$ cat config.mk
export PLATFORM = sky130hd
export DESIGN_NAME = cartridge_bank_mapper_with_scanline_irq
export DESIGN_NICKNAME = d
export VERILOG_FILES = /design/src/design/cbm_pkg.sv /design/src/design/cartridge_bank_mapper_with_scanline_irq.sv
export SDC_FILE = /design/constraint.sdc
export NUM_CORES = 1
export LEC_CHECK = 0
export BUFFER_PORTS_ARGS = -buffer_cell sky130_fd_sc_hd__buf_2
export CAP_MARGIN = 5
export CORE_MARGIN = 2
export CORE_UTILIZATION = 30
export DETAILED_ROUTE_END_ITERATION = 10
export GPL_ROUTABILITY_DRIVEN = 0
export HOLD_SLACK_MARGIN = 0.06
export SETUP_SLACK_MARGIN = 0.15
export SLEW_MARGIN = 15
export SYNTH_ARGS = -nofsm -noshare
export SYNTH_HDL_FRONTEND = slang
export SYNTH_SLANG_ARGS = --single-unit
$ cat constraint.sdc
create_clock -name clk_i -period 8.3 [get_ports clk_i]
set_clock_uncertainty 0.2 [all_clocks]
set_input_delay 1.66 -clock clk_i [delete_from_list [all_inputs] [get_ports clk_i]]
set_output_delay 1.66 -clock clk_i [all_outputs]
set_load 0.02 [all_outputs]
$ cat src/design/cbm_pkg.sv
// Shared types, codes and address constants for the cartridge bank mapper.
package cbm_pkg;

  localparam int unsigned PRG_SLOTS   = 4;
  localparam int unsigned CHR_SLOTS   = 8;
  localparam int unsigned CFG_IDX_W   = 4;
  localparam int unsigned BANK_W      = 8;

  // CPU register map
  localparam logic [15:0] ADDR_PRG_BASE   = 16'h8000;
  localparam logic [15:0] ADDR_PRG_MASK   = 16'h0003;
  localparam logic [15:0] ADDR_CHR_BASE   = 16'hA000;
  localparam logic [15:0] ADDR_CHR_MASK   = 16'h0007;
  localparam logic [15:0] ADDR_IRQ_RELOAD = 16'hC001;
  localparam logic [15:0] ADDR_IRQ_ACK    = 16'hC002;
  localparam logic [15:0] ADDR_IRQ_LOAD   = 16'hC003;
  localparam logic [15:0] ADDR_MIRROR     = 16'hD000;
  localparam logic [15:0] ADDR_IRQ_EN     = 16'hE000;

  localparam logic [1:0]  IRQ_DELAY_ARM   = 2'd2;
  localparam logic [7:0]  LIMIT_RESET     = 8'hFF;

  typedef enum logic [1:0] {
    ACT_CPU_WRITE = 2'd0,
    ACT_A12_EDGE  = 2'd1,
    ACT_CPU_TICK  = 2'd2
  } action_e;

  typedef enum logic [CFG_IDX_W-1:0] {
    CFG_PRG_LIMIT = 4'd0,
    CFG_CHR_LIMIT = 4'd1
  } cfg_idx_e;

  typedef struct packed {
    logic [1:0]  action;
    logic [15:0] bus_address;
    logic [7:0]  bus_data;
    logic [1:0]  prg_query_slot;
    logic [2:0]  chr_query_slot;
  } cbm_in_t;

  typedef struct packed {
    logic       irq_line;
    logic       mirror_horizontal;
    logic [7:0] prg_bank_out;
    logic [7:0] chr_bank_out;
    logic [7:0] irq_count_out;
    logic       irq_enable_out;
  } cbm_out_t;

  // Reduce a bank number above the limit by masking it with the limit.
  function automatic logic [BANK_W-1:0] clamp_bank(input logic [BANK_W-1:0] v,
                                                   input logic [BANK_W-1:0] limit);
    clamp_bank = (v > limit) ? (v & limit) : v;
  endfunction

endpackage

$ cat src/design/cartridge_bank_mapper_with_scanline_irq.sv
// Cartridge bank mapper with bank clamping, mirroring and a scanline IRQ counter.
// The result of an accepted input beat appears on the output register in the next cycle.
// Throughput: one beat per cycle while out_stall_i is low; the output register lets a new beat in while the
// previous result is taken, and the stall path is a single AND of out_stall_i.
// Reset: async active low; bank, IRQ and mirror state clear to zero, both bank limits
// return to 255, and the output register empties.
module cartridge_bank_mapper_with_scanline_irq (
  input  logic                           clk_i,
  input  logic                           rst_ni,
  input  logic                           in_valid_i,
  output logic                           in_stall_o,
  input  cbm_pkg::cbm_in_t               in_data_i,
  output logic                           out_valid_o,
  input  logic                           out_stall_i,
  output cbm_pkg::cbm_out_t              out_data_o,
  input  logic                           cfg_valid_i,
  output logic                           cfg_ready_o,
  input  logic [cbm_pkg::CFG_IDX_W-1:0]  cfg_index_i,
  input  logic [7:0]                     cfg_data_i
);

  logic [7:0] prg_limit_q, chr_limit_q;
  logic [7:0] prg_bank_q [cbm_pkg::PRG_SLOTS];
  logic [7:0] prg_bank_d [cbm_pkg::PRG_SLOTS];
  logic [7:0] chr_bank_q [cbm_pkg::CHR_SLOTS];
  logic [7:0] chr_bank_d [cbm_pkg::CHR_SLOTS];
  logic [7:0] irq_reload_q, irq_reload_d;
  logic [7:0] irq_count_q, irq_count_d;
  logic       irq_enabled_q, irq_enabled_d;
  logic [1:0] irq_delay_q, irq_delay_d;
  logic       irq_pending_q, irq_pending_d;
  logic       mirror_q, mirror_d;

  logic               out_valid_q;
  cbm_pkg::cbm_out_t  out_q, out_d;
  logic               in_accept;
  logic [15:0]        addr;

  assign in_stall_o  = out_valid_q & out_stall_i;
  assign in_accept   = in_valid_i & ~in_stall_o;
  assign out_valid_o = out_valid_q;
  assign out_data_o  = out_q;
  assign cfg_ready_o = 1'b1;
  assign addr        = in_data_i.bus_address;

  always_comb begin
    prg_bank_d    = prg_bank_q;
    chr_bank_d    = chr_bank_q;
    irq_reload_d  = irq_reload_q;
    irq_count_d   = irq_count_q;
    irq_enabled_d = irq_enabled_q;
    irq_delay_d   = irq_delay_q;
    irq_pending_d = irq_pending_q;
    mirror_d      = mirror_q;

    case (cbm_pkg::action_e'(in_data_i.action))
      cbm_pkg::ACT_CPU_WRITE: begin
        if ((addr & ~cbm_pkg::ADDR_PRG_MASK) == cbm_pkg::ADDR_PRG_BASE) begin
          prg_bank_d[addr[1:0]] = cbm_pkg::clamp_bank(in_data_i.bus_data, prg_limit_q);
        end else if ((addr & ~cbm_pkg::ADDR_CHR_MASK) == cbm_pkg::ADDR_CHR_BASE) begin
          chr_bank_d[addr[2:0]] = cbm_pkg::clamp_bank(in_data_i.bus_data, chr_limit_q);
        end else if (addr == cbm_pkg::ADDR_IRQ_RELOAD) begin
          irq_reload_d = in_data_i.bus_data;
        end else if (addr == cbm_pkg::ADDR_IRQ_ACK) begin
          irq_pending_d = 1'b0;
        end else if (addr == cbm_pkg::ADDR_IRQ_LOAD) begin
          irq_count_d = irq_reload_q;
        end else if (addr == cbm_pkg::ADDR_MIRROR) begin
          mirror_d = in_data_i.bus_data[0];
        end else if (addr == cbm_pkg::ADDR_IRQ_EN) begin
          irq_enabled_d = in_data_i.bus_data[0];
        end
      end
      cbm_pkg::ACT_A12_EDGE: begin
        // step down; arm the delay when the count lands on zero
        if (irq_enabled_q && (irq_count_q != 8'd0)) begin
          irq_count_d = irq_count_q - 8'd1;
          if (irq_count_q == 8'd1) begin
            irq_delay_d = cbm_pkg::IRQ_DELAY_ARM;
          end
        end
      end
      cbm_pkg::ACT_CPU_TICK: begin
        if (irq_delay_q != 2'd0) begin
          irq_delay_d = irq_delay_q - 2'd1;
          if (irq_delay_q == 2'd1) begin
            irq_pending_d = 1'b1;
          end
        end
      end
      default: begin
      end
    endcase
  end

  always_comb begin
    out_d.irq_line          = irq_pending_d;
    out_d.mirror_horizontal = mirror_d;
    out_d.prg_bank_out      = prg_bank_d[in_data_i.prg_query_slot];
    out_d.chr_bank_out      = chr_bank_d[in_data_i.chr_query_slot];
    out_d.irq_count_out     = irq_count_d;
    out_d.irq_enable_out    = irq_enabled_d;
  end

  always_ff @(posedge clk_i or negedge rst_ni) begin
    if (!rst_ni) begin
      prg_limit_q <= cbm_pkg::LIMIT_RESET;
      chr_limit_q <= cbm_pkg::LIMIT_RESET;
    end else if (cfg_valid_i && cfg_ready_o) begin
      case (cbm_pkg::cfg_idx_e'(cfg_index_i))
        cbm_pkg::CFG_PRG_LIMIT: prg_limit_q <= cfg_data_i;
        cbm_pkg::CFG_CHR_LIMIT: chr_limit_q <= cfg_data_i;
        default: begin
        end
      endcase
    end
  end

  always_ff @(posedge clk_i or negedge rst_ni) begin
    if (!rst_ni) begin
      for (int i = 0; i < cbm_pkg::PRG_SLOTS; i++) prg_bank_q[i] <= 8'd0;
      for (int i = 0; i < cbm_pkg::CHR_SLOTS; i++) chr_bank_q[i] <= 8'd0;
      irq_reload_q  <= 8'd0;
      irq_count_q   <= 8'd0;
      irq_enabled_q <= 1'b0;
      irq_delay_q   <= 2'd0;
      irq_pending_q <= 1'b0;
      mirror_q      <= 1'b0;
    end else if (in_accept) begin
      prg_bank_q    <= prg_bank_d;
      chr_bank_q    <= chr_bank_d;
      irq_reload_q  <= irq_reload_d;
      irq_count_q   <= irq_count_d;
      irq_enabled_q <= irq_enabled_d;
      irq_delay_q   <= irq_delay_d;
      irq_pending_q <= irq_pending_d;
      mirror_q      <= mirror_d;
    end
  end

  // Output register: load on every accepted beat, drain when not stalled.
  always_ff @(posedge clk_i or negedge rst_ni) begin
    if (!rst_ni) begin
      out_valid_q <= 1'b0;
    end else if (in_accept) begin
      out_valid_q <= 1'b1;
    end else if (!out_stall_i) begin
      out_valid_q <= 1'b0;
    end
  end

  always_ff @(posedge clk_i) begin
    if (in_accept) begin
      out_q <= out_d;
    end
  end

  a_irq_rise_from_delay: assert property (@(posedge clk_i) disable iff (!rst_ni)
    $rose(irq_pending_q) |-> $past(in_accept && irq_delay_q == 2'd1
                                   && in_data_i.action == cbm_pkg::ACT_CPU_TICK))
    else $error("irq raised without delay expiry");

  a_count_steps_by_one: assert property (@(posedge clk_i) disable iff (!rst_ni)
    (in_accept && in_data_i.action == cbm_pkg::ACT_A12_EDGE && irq_enabled_q
     && irq_count_q != 8'd0) |=> (irq_count_q == $past(irq_count_q) - 8'd1))
    else $error("irq counter did not step down by one");

  a_delay_range: assert property (@(posedge clk_i) disable iff (!rst_ni)
    irq_delay_q != 2'd3)
    else $error("irq delay above arm value");

  a_out_from_accept: assert property (@(posedge clk_i) disable iff (!rst_ni)
    $rose(out_valid_q) |-> $past(in_accept))
    else $error("result beat appeared without an input beat");

endmodule

# After elaboration in Yosys (flattened, before gate mapping)
# Cells that the tools add are included.
[word_totals] register_bits=161 in_bits=48 output_inout_bits=30 elab_cells=130
[classes] addsub=2 magnitude_cmp=8 n_eq_ne=16 muxes=54 n_bitwise=11 n_reduce_logical=12
[op_table] cell="$mux W64" count=3
[op_table] cell="$mux W8" count=14
[op_table] cell="$eq A16 B16 Y1 const B" count=5
[op_table] cell="$bwmux W64" count=1
[op_table] cell="$mux W32" count=2
[op_table] cell="$bwmux W32" count=1
[op_table] cell="$bmux W8 S3" count=1
[op_table] cell="$demux W8 S3" count=1
[op_table] cell="$mux W1" count=23
[op_table] cell="$and A8 B8 Y8" count=2
[op_table] cell="$bmux W8 S2" count=1
[op_table] cell="$demux W8 S2" count=1
[op_table] cell="$gt A8 B8 Y1" count=2
[op_table] cell="$pmux W8 S2" count=1
[op_table] cell="$eq A14 B14 Y1 const B" count=1
[op_table] cell="$eq A13 B13 Y1 const B" count=1
[op_table] cell="$reduce_and A5 Y1" count=2
[op_table] cell="$eq A8 B1 Y1 const B" count=1
[op_table] cell="$ge A4 B4 Y1 const B" count=2
[op_table] cell="$not A3 Y4" count=2
[op_table] cell="$reduce_bool A8 Y1" count=1
[op_table] cell="$sub A8 B1 Y8 const B" count=1
[op_table] cell="$ge A3 B3 Y1 const B" count=2
[op_table] cell="$mux W2" count=3
[op_table] cell="18 further kinds" count=29

# Longest topological paths before layout
# Gate-level depths: netlist of the first run.
[depth] depth_word=12 depth_mapped=11 depth_no_buf=9

# Worst setup path before layout of the first run
# Ideal clock, no wire load.
[synth_path] path_kind="input to register" start="input in_data_i[6] (netlist name)" end="register out_q, in the netlist out_data_o[11], data pin" setup_time_ns=0.268 arrival_ns=3.613 t_required_ns=7.832 slack_ns=4.218 path_stages=10 cell_sequence="ha_1 nor2b_1 o211a_2 o21ba_2 buf_2 o211ai_1 and2_1 clkbuf_1 o221a_1 nor4_2"
[synth_lines] element="from (decl)" line_no="cartridge_bank_mapper_with_scanline_irq.sv:12" text="input cbm_pkg::cbm_in_t in_data_i,"
[synth_lines] element="to (signal assigned)" line_no="cartridge_bank_mapper_with_scanline_irq.sv:154" text="out_q <= out_d;"
[synth_lines] element="to (decl)" line_no="cartridge_bank_mapper_with_scanline_irq.sv:35" text="cbm_pkg::cbm_out_t out_q, out_d;"

==> impl_metrics.csv, run 1 <==
group,metric,value,unit
logic_synthesis,synthArstFlopShare,0.832,
sta,hold_ws,0.280,ns
die,pin_count,78,
global_route,grt-ovfl-total,0,
clocking,cts_root_buffer,"clkbuf_16",
logic_synthesis,ys_ff_latch,161,
setup_path,rr_worst_depth,8,
drt,viasPerCell,5.43,
sta,max_slew.worst_pin.slew,1.25,ns
global_route,grt_pass1_vias,7101,
setup_path,worstPathRequired,8.31,ns
global_route,antenna_found_initial,3,
clocking,ctsResizeCount,0,
layout,final_util,0.349,
logic_synthesis,yosysWarnings,0,
sta,hold_viol,0,
place,place_area,9670,sq um
logic_synthesis,synth_edf_count,27,
clocking,cts-buffers-inserted,17,
clocking,cts_sinks,161,
place,hpwlAfterDp,18.7,mm
layout,fin_area,10300,sq um
setup_path,slowest_delay,1.13,ns
drt,ant_nets,0,
layout,nets,1073,
die,die-area,31400,sq um
clocking,post_cts_buffers,0,
setup_path,arrival,4.49,ns
sta,setup_viol_count_final,0,
sta,finalMaxSlewViolations,0,
sta,finalSetupTns,0,ns
run_status,status,"completed",
place,io_buffers,76,
drt,wl,27.4,mm
drt,vias,7573,
layout,layout_commonest_cell,"nand2_1",
setup_path,crit_cells,5,
power,powerDensity,213,nW/um^2
sta,finalCritPeriodShare,0.541,
clocking,holdBufCountCts,0,
die,start_util,0.304,
layout,final_cell_mix,"nand2_1 (143), dfrtp_1 (118), o21ai_0 (83), buf_2 (75), nor2_1 (50)",
setup_path,crit_chain,"buf_2, clkinv_1, nor3_1, a221oi_1, nor4_1",
logic_synthesis,yosysUniqueCellTypes,64,
sta,rsz0062_at_grt,"no",
power,power.leakage,4.35,nW
drt,drc_errors,0,
logic_synthesis,syn-num-nets,1027,
job,drv_cap,0,
logic_synthesis,netlist_instances,943,
sta,fmax,223,MHz
sta,fin_crit,4.49,ns
layout,final_layout_size_suffix_gt1_frac,0.185,
setup_path,cp_top_family,"simple AND/OR/NAND/NOR gates",
setup_path,crit_buf_inv,2,
layout,syn2layout_area_growth,14.6,%
setup_path,critPathSlowestCell,"nor3_1",
drt,wl_per_cell,19.7,um
clocking,clockBufferDepth,2,
die,num_rows,63,
power,peakVddDrop,0.000131,V
setup_path,worstPathMaxFanout,32,
logic_synthesis,synth_flop_cell,"dfrtp_1",
setup_path,reg2reg_slack,4.70,ns
setup_path,crit_type,"input port to flop",
hold_path,holdPathStages,2,
clocking,htree_levels,4,
drt,drtPass1Iterations,5,
setup_path,end_kind,"flop",
logic_synthesis,ys_seq_area_frac,0.465,
die,die_y,177,um
global_route,grt_use_total,0.177,
global_route,grt_max_degree,69,
clocking,clk_latency,0.44,ns
logic_synthesis,avgSynthCellArea,9.54,sq um
sta,relSlewSlack,0.161,
global_route,grt_pass1_wl,41.8,mm
die,core-area,29600,sq um
die,die_width,177,um
setup_path,crit_path_start_kind,"input port",
clocking,path_clk_slew,0.07,ns
hold_path,worst_hold_path_type,"flop to flop",
drt,drtIter0Drc,723,
logic_synthesis,netlist_area,8990,sq um
clocking,tritoncts,"built",
-- layout make-up --
cell class / instances / area [sq um]
fillers: 3005 / 19300
multi-input cells: 702 / 4490
flip-flops and latches: 161 / 4180
well taps: 390 / 488
clock buffers: 21 / 472
repair buffers: 80 / 417
clock inverters: 11 / 153
inverters: 27 / 101
diodes: 2 / 5.00
-- worst reg2reg max path, stage by stage (launching register included) --
cell     delay, ns
dfstp_2       0.56
inv_1         0.05
ha_1          0.30
nand4_1       0.41
a32o_1        0.38
a31oi_1       0.56
and2_0        0.54
o221a_1       0.28
nor4_2        0.06
-- per-layer routing --
layer / GRT usage / share of wire
met5: 0 / 0.00040
met4: 0.0737 / 0.027
met3: 0.0423 / 0.076
met2: 0.268 / 0.45
met1: 0.241 / 0.45
-- registers in the layout, indices dropped and copies added (netlist names) --
register / flops
out_valid_o: 1
chr_limit_q: 8
chr_bank_q: 64
irq_reload_q: 8
out_data_o: 27
irq_enabled_q: 1
prg_bank_q: 32
irq_pending_q: 1
irq_count_q: 8
irq_delay_q: 2
mirror_q: 1
prg_limit_q: 8
-- report_power, final --
group | switching [W] | internal, W
Clock | 0.000337 | 0.000501
Sequential | 0.0000470 | 0.000871
Combinational | 0.000296 | 0.000145
-- metrics by stage --
step                      setup WS (ns)  cells  power (W)
final                              3.81   1394    0.00220
after global routing               3.56   1392    0.00230
after CTS                          3.85   1392    0.00221
after detailed placement           3.42   1360    0.00137
after global placement             3.38   1360    0.00136
after floorplan                    4.22    943    0.00121
-- worst paths after layout --
check / from / endpoint
setup / recovery: in_data_i[0] / out_data_o[9]
hold / removal: mirror_q / mirror_q
setup reg to reg: chr_limit_q[7] / out_data_o[16]
hold reg to reg: mirror_q / mirror_q
max in group asynchronous: rst_ni / irq_reload_q[3]
min in group asynchronous: rst_ni / out_valid_o
-- cells in the mapped netlist (7+ instances only) --
master | n | area share
nor2_1 | 50 | 0.021
nand4_1 | 9 | 0.0063
mux2i_1 | 9 | 0.010
mux2_2 | 20 | 0.025
edfxtp_1 | 27 | 0.090
o211ai_1 | 9 | 0.0075
a31oi_1 | 28 | 0.019
nand3_1 | 13 | 0.0072
a21oi_1 | 24 | 0.013
clkbuf_1 | 31 | 0.013
nor2b_1 | 11 | 0.0077
o21ai_0 | 83 | 0.046
and3_1 | 10 | 0.0070
o22ai_1 | 18 | 0.013
ha_1 | 36 | 0.050
a221oi_1 | 22 | 0.021
nor3_1 | 12 | 0.0067
a32o_1 | 9 | 0.010
dfstp_2 | 16 | 0.047
buf_2 | 16 | 0.0089
o21ai_1 | 35 | 0.019
o21ai_2 | 7 | 0.0068
o221a_1 | 15 | 0.019
nand2_1 | 143 | 0.060
inv_1 | 26 | 0.011
and2_1 | 11 | 0.0077
a21o_1 | 30 | 0.025
nand2b_1 | 8 | 0.0056
nor4_1 | 8 | 0.0056
o211ai_2 | 7 | 0.0097
dfrtp_1 | 118 | 0.33
or3_1 | 12 | 0.0083
o21a_1 | 11 | 0.0092
-- cell families (layout without fill, tap and decap cells) --
logic type | Yosys count | count (layout) | share of synthesized area
AND/OR/NAND/NOR | 322 | 322 | 0.177
AO/OA/AOI/OAI | 312 | 312 | 0.233
flip-flops | 161 | 161 | 0.465
buffers and inverters | 80 | 139 | 0.0373
adder cells (fa/ha/maj) | 36 | 36 | 0.0501
multiplexers | 29 | 29 | 0.0351
XOR/XNOR | 2 | 2 | 0.00195
other | 1 | 3 | 0.000417
No activity file was read; power rests on OpenSTA's default activity.
==> inputs of run 2 (changes only) <==
==> constraint.sdc (replaced) <==
create_clock -name clk_i -period 3.8 [get_ports clk_i]
set_clock_uncertainty 0.2 [all_clocks]
set_input_delay 0.76 -clock clk_i [delete_from_list [all_inputs] [get_ports clk_i]]
set_output_delay 0.76 -clock clk_i [all_outputs]
set_load 0.02 [all_outputs]
==> run 2 against run 1 <==
Global-route usage is 0.42 points lower. Worst setup slack worse by 3.5 ns. First-iteration DRC count is 27% lower. Sequential power is 120% higher. Critical path depth is 4 higher. Register-to-register slack worse by 4.4 ns. Power is 120% higher. Combinational power is 140% higher. Non-clock buffer count is 46 higher. Routed wire length is 3.4% lower. Utilization is 0.94 points higher. Clock-buffer cell count is 2 lower. Largest cell class unchanged.
==> impl_metrics.csv, run 2 (synthesis gave the netlist of run 1 again) <==
group,metric,value,unit
layout,layout_commonest_cell,"nand2_1",
drt,drtPass1Iterations,5,
power,total_power,0.00473,W
sta,relSlewSlack,0.418,
setup_path,slowest_delay,0.58,ns
setup_path,end_kind,"flop",
sta,hold_viol,0,
die,pin_count,78,
clocking,path_clk_slew,0.07,ns
die,die-area,31400,sq um
setup_path,crit_chain,"inv_1, ha_1, nor2b_1, o211a_2, nor2_2, a31oi_1, and2_1, o221a_1, nor4_1",
layout,final_layout_size_suffix_gt1_frac,0.220,
clocking,holdBufCountCts,0,
layout,largest_reg_flops,64,
place,io_buffers,76,
die,start_util,0.304,
clocking,tritoncts,"built",
clocking,cts_sinks,161,
clocking,clk_latency,0.43,ns
global_route,antenna_found_initial,3,
drt,drc_errors,0,
hold_path,worst_hold_path_type,"input port to asynchronous set/reset pin",
die,die_width,177,um
place,pre_cts_ws,-0.0234,ns
sta,finalMaxSlewViolations,0,
die,die_y,177,um
clocking,cts_root_buffer,"clkbuf_16",
setup_path,reg2reg_slack,0.30,ns
die,core-area,29600,sq um
drt,wl,26.5,mm
sta,fmax,286,MHz
die,num_rows,63,
setup_path,critPathSlowestCell,"nor4_1",
drt,ant_nets,0,
global_route,grt_pass1_wl,41.5,mm
sta,max_slew.worst_pin.slew,0.874,ns
layout,nets,1119,
power,powerDensity,447,nW/um^2
drt,drtIter0Drc,525,
drt,vias,7581,
power,power.leakage,4.53,nW
global_route,grt_pass1_vias,7287,
global_route,grt_use_total,0.173,
sta,setup_viol_count_final,0,
setup_path,crit_type,"flop to flop",
layout,largest_register,"chr_bank_q",
layout,syn2layout_area_growth,17.7,%
power,peakVddDrop,0.000318,V
setup_path,crit_path_start_kind,"flop",
layout,final_cell_count_no_fill,1440,
place,dp_cells,1403,
clocking,clockBufferDepth,2,
global_route,grt-ovfl-total,0,
setup_path,worstPathMaxFanout,8,
setup_path,cp_top_family,"simple AND/OR/NAND/NOR gates",
setup_path,crit_start,"chr_limit_q[1]",
run_status,status,"completed",
setup_path,worstPathRequired,3.75,ns
place,hpwlAfterDp,19.4,mm
sta,finalCritPeriodShare,0.920,
layout,final_cell_mix,"nand2_1 (143), dfrtp_1 (118), o21ai_0 (83), buf_2 (75)",
setup_path,crit_buf_inv,1,
sta,fin_crit,3.50,ns
sta,finalSetupTns,0,ns
setup_path,r2r-start,"chr_limit_q[1]",
sta,fin_ws,0.304,ns
clocking,cts-buffers-inserted,17,
drt,viasPerCell,5.26,
setup_path,arrival,3.44,ns
drt,wl_per_cell,18.4,um
sta,rsz0062_at_grt,"no",
clocking,htree_levels,4,
job,drv_cap,0,
global_route,grt_max_degree,84,
[run 2: cell type report]
cell class | instances | area (sq um)
fill | 3052 | 19000
multi-input combinational | 702 | 4480
sequential | 161 | 4180
timing repair buffer | 126 | 762
tap | 390 | 488
clock buffer | 19 | 433
clock inverter | 13 | 128
inverter | 27 | 101
antenna | 2 | 5.00
[run 2: per-layer routing]
metal	GRT usage	vias up	routed length, um
met5	0	-	0
met4	0.0647	0	678
met3	0.0445	42	1720
met2	0.261	249	11900
met1	0.237	3625	12200
li1	-	3665	-
[run 2: final timing paths]
| check | depth (start not counted) | to |
|---|---|---|
| max | 9 | out_data_o[15] |
| min | 1 | out_valid_o |
| max reg2reg | 9 | out_data_o[15] |
| min reg2reg | 2 | mirror_q |
| max in group asynchronous | 2 | chr_limit_q[0] |
| min in group clk_i | 2 | mirror_q |
[run 2: worst register-to-register path: cells and delay by family (launching register included)]
family / cells / cell delay, ns
fa+ha+maj: 1 / 0.29
compound gates: 3 / 0.84
buf+inv: 1 / 0.05
flops: 1 / 0.56
simple gates: 4 / 1.29
[run 2: repair_timing]
item	CTS	global route
setup buffers	0	3
gates resized for setup	0	1
endpoints found under the setup margin	0	2
[run 2: report_power, final]
part | total (W) | switching, W | internal [W]
Combinational | 0.00105 | 0.000667 | 0.000383
Sequential | 0.00199 | 0.0000916 | 0.00190
Clock | 0.00168 | 0.000770 | 0.000914
Total | 0.00473 | 0.00153 | 0.00320
[run 2: through the flow]
| stage | area [sq um] | util | hold slack, ns |
|---|---|---|---|
| after CTS | 10600 | 0.357 | 0.228 |
| after floorplan | 8990 | - | 0.242 |
| final | 10600 | 0.358 | 0.164 |
| after global routing | 10600 | 0.358 | 0.241 |
| after detailed placement | 9990 | 0.338 | 0.265 |
| after global placement | 9990 | 0.338 | 0.256 |
==> inputs of run 3 (changes only) <==
--- a/config.mk
+++ b/config.mk
@@ -8,10 +8,11 @@
 export BUFFER_PORTS_ARGS = -buffer_cell sky130_fd_sc_hd__buf_2
 export CAP_MARGIN = 5
 export CORE_MARGIN = 2
-export CORE_UTILIZATION = 30
+export CORE_UTILIZATION = 55
 export DETAILED_ROUTE_END_ITERATION = 10
 export GPL_ROUTABILITY_DRIVEN = 0
 export HOLD_SLACK_MARGIN = 0.06
+export PLACE_DENSITY = 0.74
 export SETUP_SLACK_MARGIN = 0.15
 export SLEW_MARGIN = 15
 export SYNTH_ARGS = -nofsm -noshare
==> constraint.sdc (replaced) <==
create_clock -name clk_i -period 3.3 [get_ports clk_i]
set_clock_uncertainty 0.2 [all_clocks]
set_input_delay 0.66 -clock clk_i [delete_from_list [all_inputs] [get_ports clk_i]]
set_output_delay 0.66 -clock clk_i [all_outputs]
set_load 0.02 [all_outputs]
==> run 3 against run 2 <==
Combinational power grew 23%. Power grew 18%. First-iteration DRC count grew 34%. Clock power grew 18%. Critical path type unchanged. Via count grew 3.2%. Worst setup slack lost 0.13 ns. Die area shrank 45%. Sequential power grew 15%. Flip-flop and latch count is the same.
==> impl_metrics.csv, run 3 (synthesis gave the netlist of run 1 again) <==
group,metric,value,unit
run_status,status,"completed",
global_route,grt_use_total,0.290,
setup_path,reg2reg_slack,0.17,ns
drt,drtIter0Drc,704,
layout,syn2layout_area_growth,18.5,%
setup_path,crit_start,"chr_limit_q[5]",
layout,largest_register,"chr_bank_q",
drt,route.met3.wl,2.06,mm
drt,met2_length,10.9,mm
sta,rsz0062_at_grt,"yes",
place,pre_cts_ws,-0.0294,ns
drt,ant_nets,0,
drt,drtPass1Iterations,5,
layout,seq_area,4180,sq um
setup_path,crit_path_start_kind,"flop",
die,die-area,17400,sq um
power,powerDensity,522,nW/um^2
setup_path,worstPathRequired,3.32,ns
hold_path,worst_hold_path_type,"input port to asynchronous set/reset pin",
die,die_y,132,um
power,peakVddDrop,0.000467,V
die,pin_count,78,
setup_path,worstPathMaxFanout,12,
sta,fin_ws,0.175,ns
drt,wl_per_cell,19.3,um
clocking,htree_levels,4,
clocking,clockBufferDepth,2,
layout,multiInputGateArea,4570,sq um
layout,final_cell_mix,"nand2_1 (143), dfrtp_1 (118), o21ai_0 (83), buf_2 (75), buf_4 (67)",
clocking,clk_latency,0.43,ns
place,io_buffers,76,
global_route,antenna_found_initial,3,
drt,wl,24.8,mm
setup_path,r2r-end,"out_data_o[12]",
place,hpwlAfterDp,18.1,mm
setup_path,arrival,3.15,ns
job,drv_cap,0,
drt,drc_errors,0,
sta,hold_ws,0.0582,ns
sta,setup_viol_count_final,0,
layout,nets,1138,
drt,dr.max_layer_used,"met4",
setup_path,end_kind,"flop",
drt,vias,7827,
clocking,cts_root_buffer,"clkbuf_16",
layout,largest_reg_flops,64,
global_route,grt_max_degree,76,
sta,hold_viol,0,
die,num_rows,46,
global_route,grt-ovfl-total,0,
sta,finalCritPeriodShare,0.947,
setup_path,rr_worst_depth,10,
drt,met1Wirelength,11.2,mm
layout,layout_commonest_cell,"nand2_1",
die,core-area,15900,sq um
sta,finalMaxSlewViolations,0,
die,start_util,0.564,
clocking,tritoncts,"built",
sta,fmax,320,MHz
setup_path,crit_type,"flop to flop",
global_route,grt_pass1_wl,39.6,mm
place,dp_cells,1249,
layout,final_layout_size_suffix_gt1_frac,0.244,
layout,final_cell_count_no_fill,1284,
sta,relSlewSlack,0.534,
clocking,cts-buffers-inserted,17,
clocking,path_clk_slew,0.07,ns
global_route,grt_pass1_vias,7188,
clocking,holdBufCountCts,0,
sta,fin_crit,3.13,ns
sta,max_slew.worst_pin.slew,0.699,ns
die,die_width,132,um
drt,viasPerCell,6.10,
setup_path,r2r-start,"chr_limit_q[5]",
clocking,cts_sinks,161,
layout,fillers,1309,
power,power.leakage,4.69,nW
run 3: cell types whose count changed in the layout (fill, tap and decap cells not counted), moves of 3 or more:
| cell | change |
|---|---|
| buf_4 | +17 |
| a31oi_1 | -7 |
| a31oi_2 | +6 |
| clkinvlp_4 | -5 |
| clkbuf_16 | +3 |
| inv_6 | -3 |
run 3: cell type report:
type                            count  share of cell area
Antenna cell                        2            0.000470
Clock buffer                       22              0.0477
Clock inverter                      9             0.00857
Inverter                           27             0.00951
Multi-Input combinational cell    702               0.429
Sequential cell                   161               0.393
Tap cell                          216              0.0254
Timing Repair Buffer              145              0.0872
run 3: worst max-delay path by stage:
stage | end | slack (ns) | cells after the start
after CTS | out_data_o[12] | 0.18 | 11
after floorplan | out_data_o[11] | 0.22 | 10
final | out_data_o[12] | 0.17 | 10
after global placement | out_data_o[11] | 0.04 | 11
after global routing | out_data_o[16] | 0.12 | 10
after detailed placement | out_data_o[10] | -0.03 | 9
run 3: stage by stage:
stage          TNS [ns]   util  total power, W  area [sq um]
2_1_floorplan         0      -         0.00305          8990
4_1_cts               0  0.663         0.00551         10600
6_report              0  0.668         0.00557         10700
3_5_place_dp    -0.0371  0.624         0.00352          9950
5_1_grt               0  0.668         0.00580         10700
3_3_place_gp          0  0.624         0.00350          9950
run 3: repair_timing:
item | CTS | global route
endpoints found under the setup margin | 2 | 8
resized for setup | 2 | 12
gates cloned | 0 | 0
buffers inserted | 0 | 2
hold endpoints to repair | 0 | 0
pin swaps | 0 | 2
run 3: report_power, final:
part           total, W  switching (W)  leakage (nW)  internal, W
clock network   0.00198       0.000802         0.293      0.00118
logic           0.00129       0.000805          2.34     0.000489
registers       0.00229       0.000102          2.06      0.00219
total           0.00557        0.00171          4.69      0.00386
run 3: worst max-delay path: stages, from the launching register on:
cell and delay (ns):
dfstp_2 0.55, inv_1 0.05, ha_1 0.30, a211o_1 0.31, o211ai_4 0.20, buf_4 0.19
buf_4 0.13, a31oi_2 0.17, and2_1 0.24, o221a_1 0.25, nor4_1 0.31
run 3: per-layer routing:
| metal | vias to the layer above | track usage |
|---|---|---|
| li1 | 3690 | - |
| met5 | - | 0 |
| met1 | 3733 | 0.425 |
| met4 | 0 | 0.0954 |
| met3 | 42 | 0.0681 |
| met2 | 362 | 0.424 |
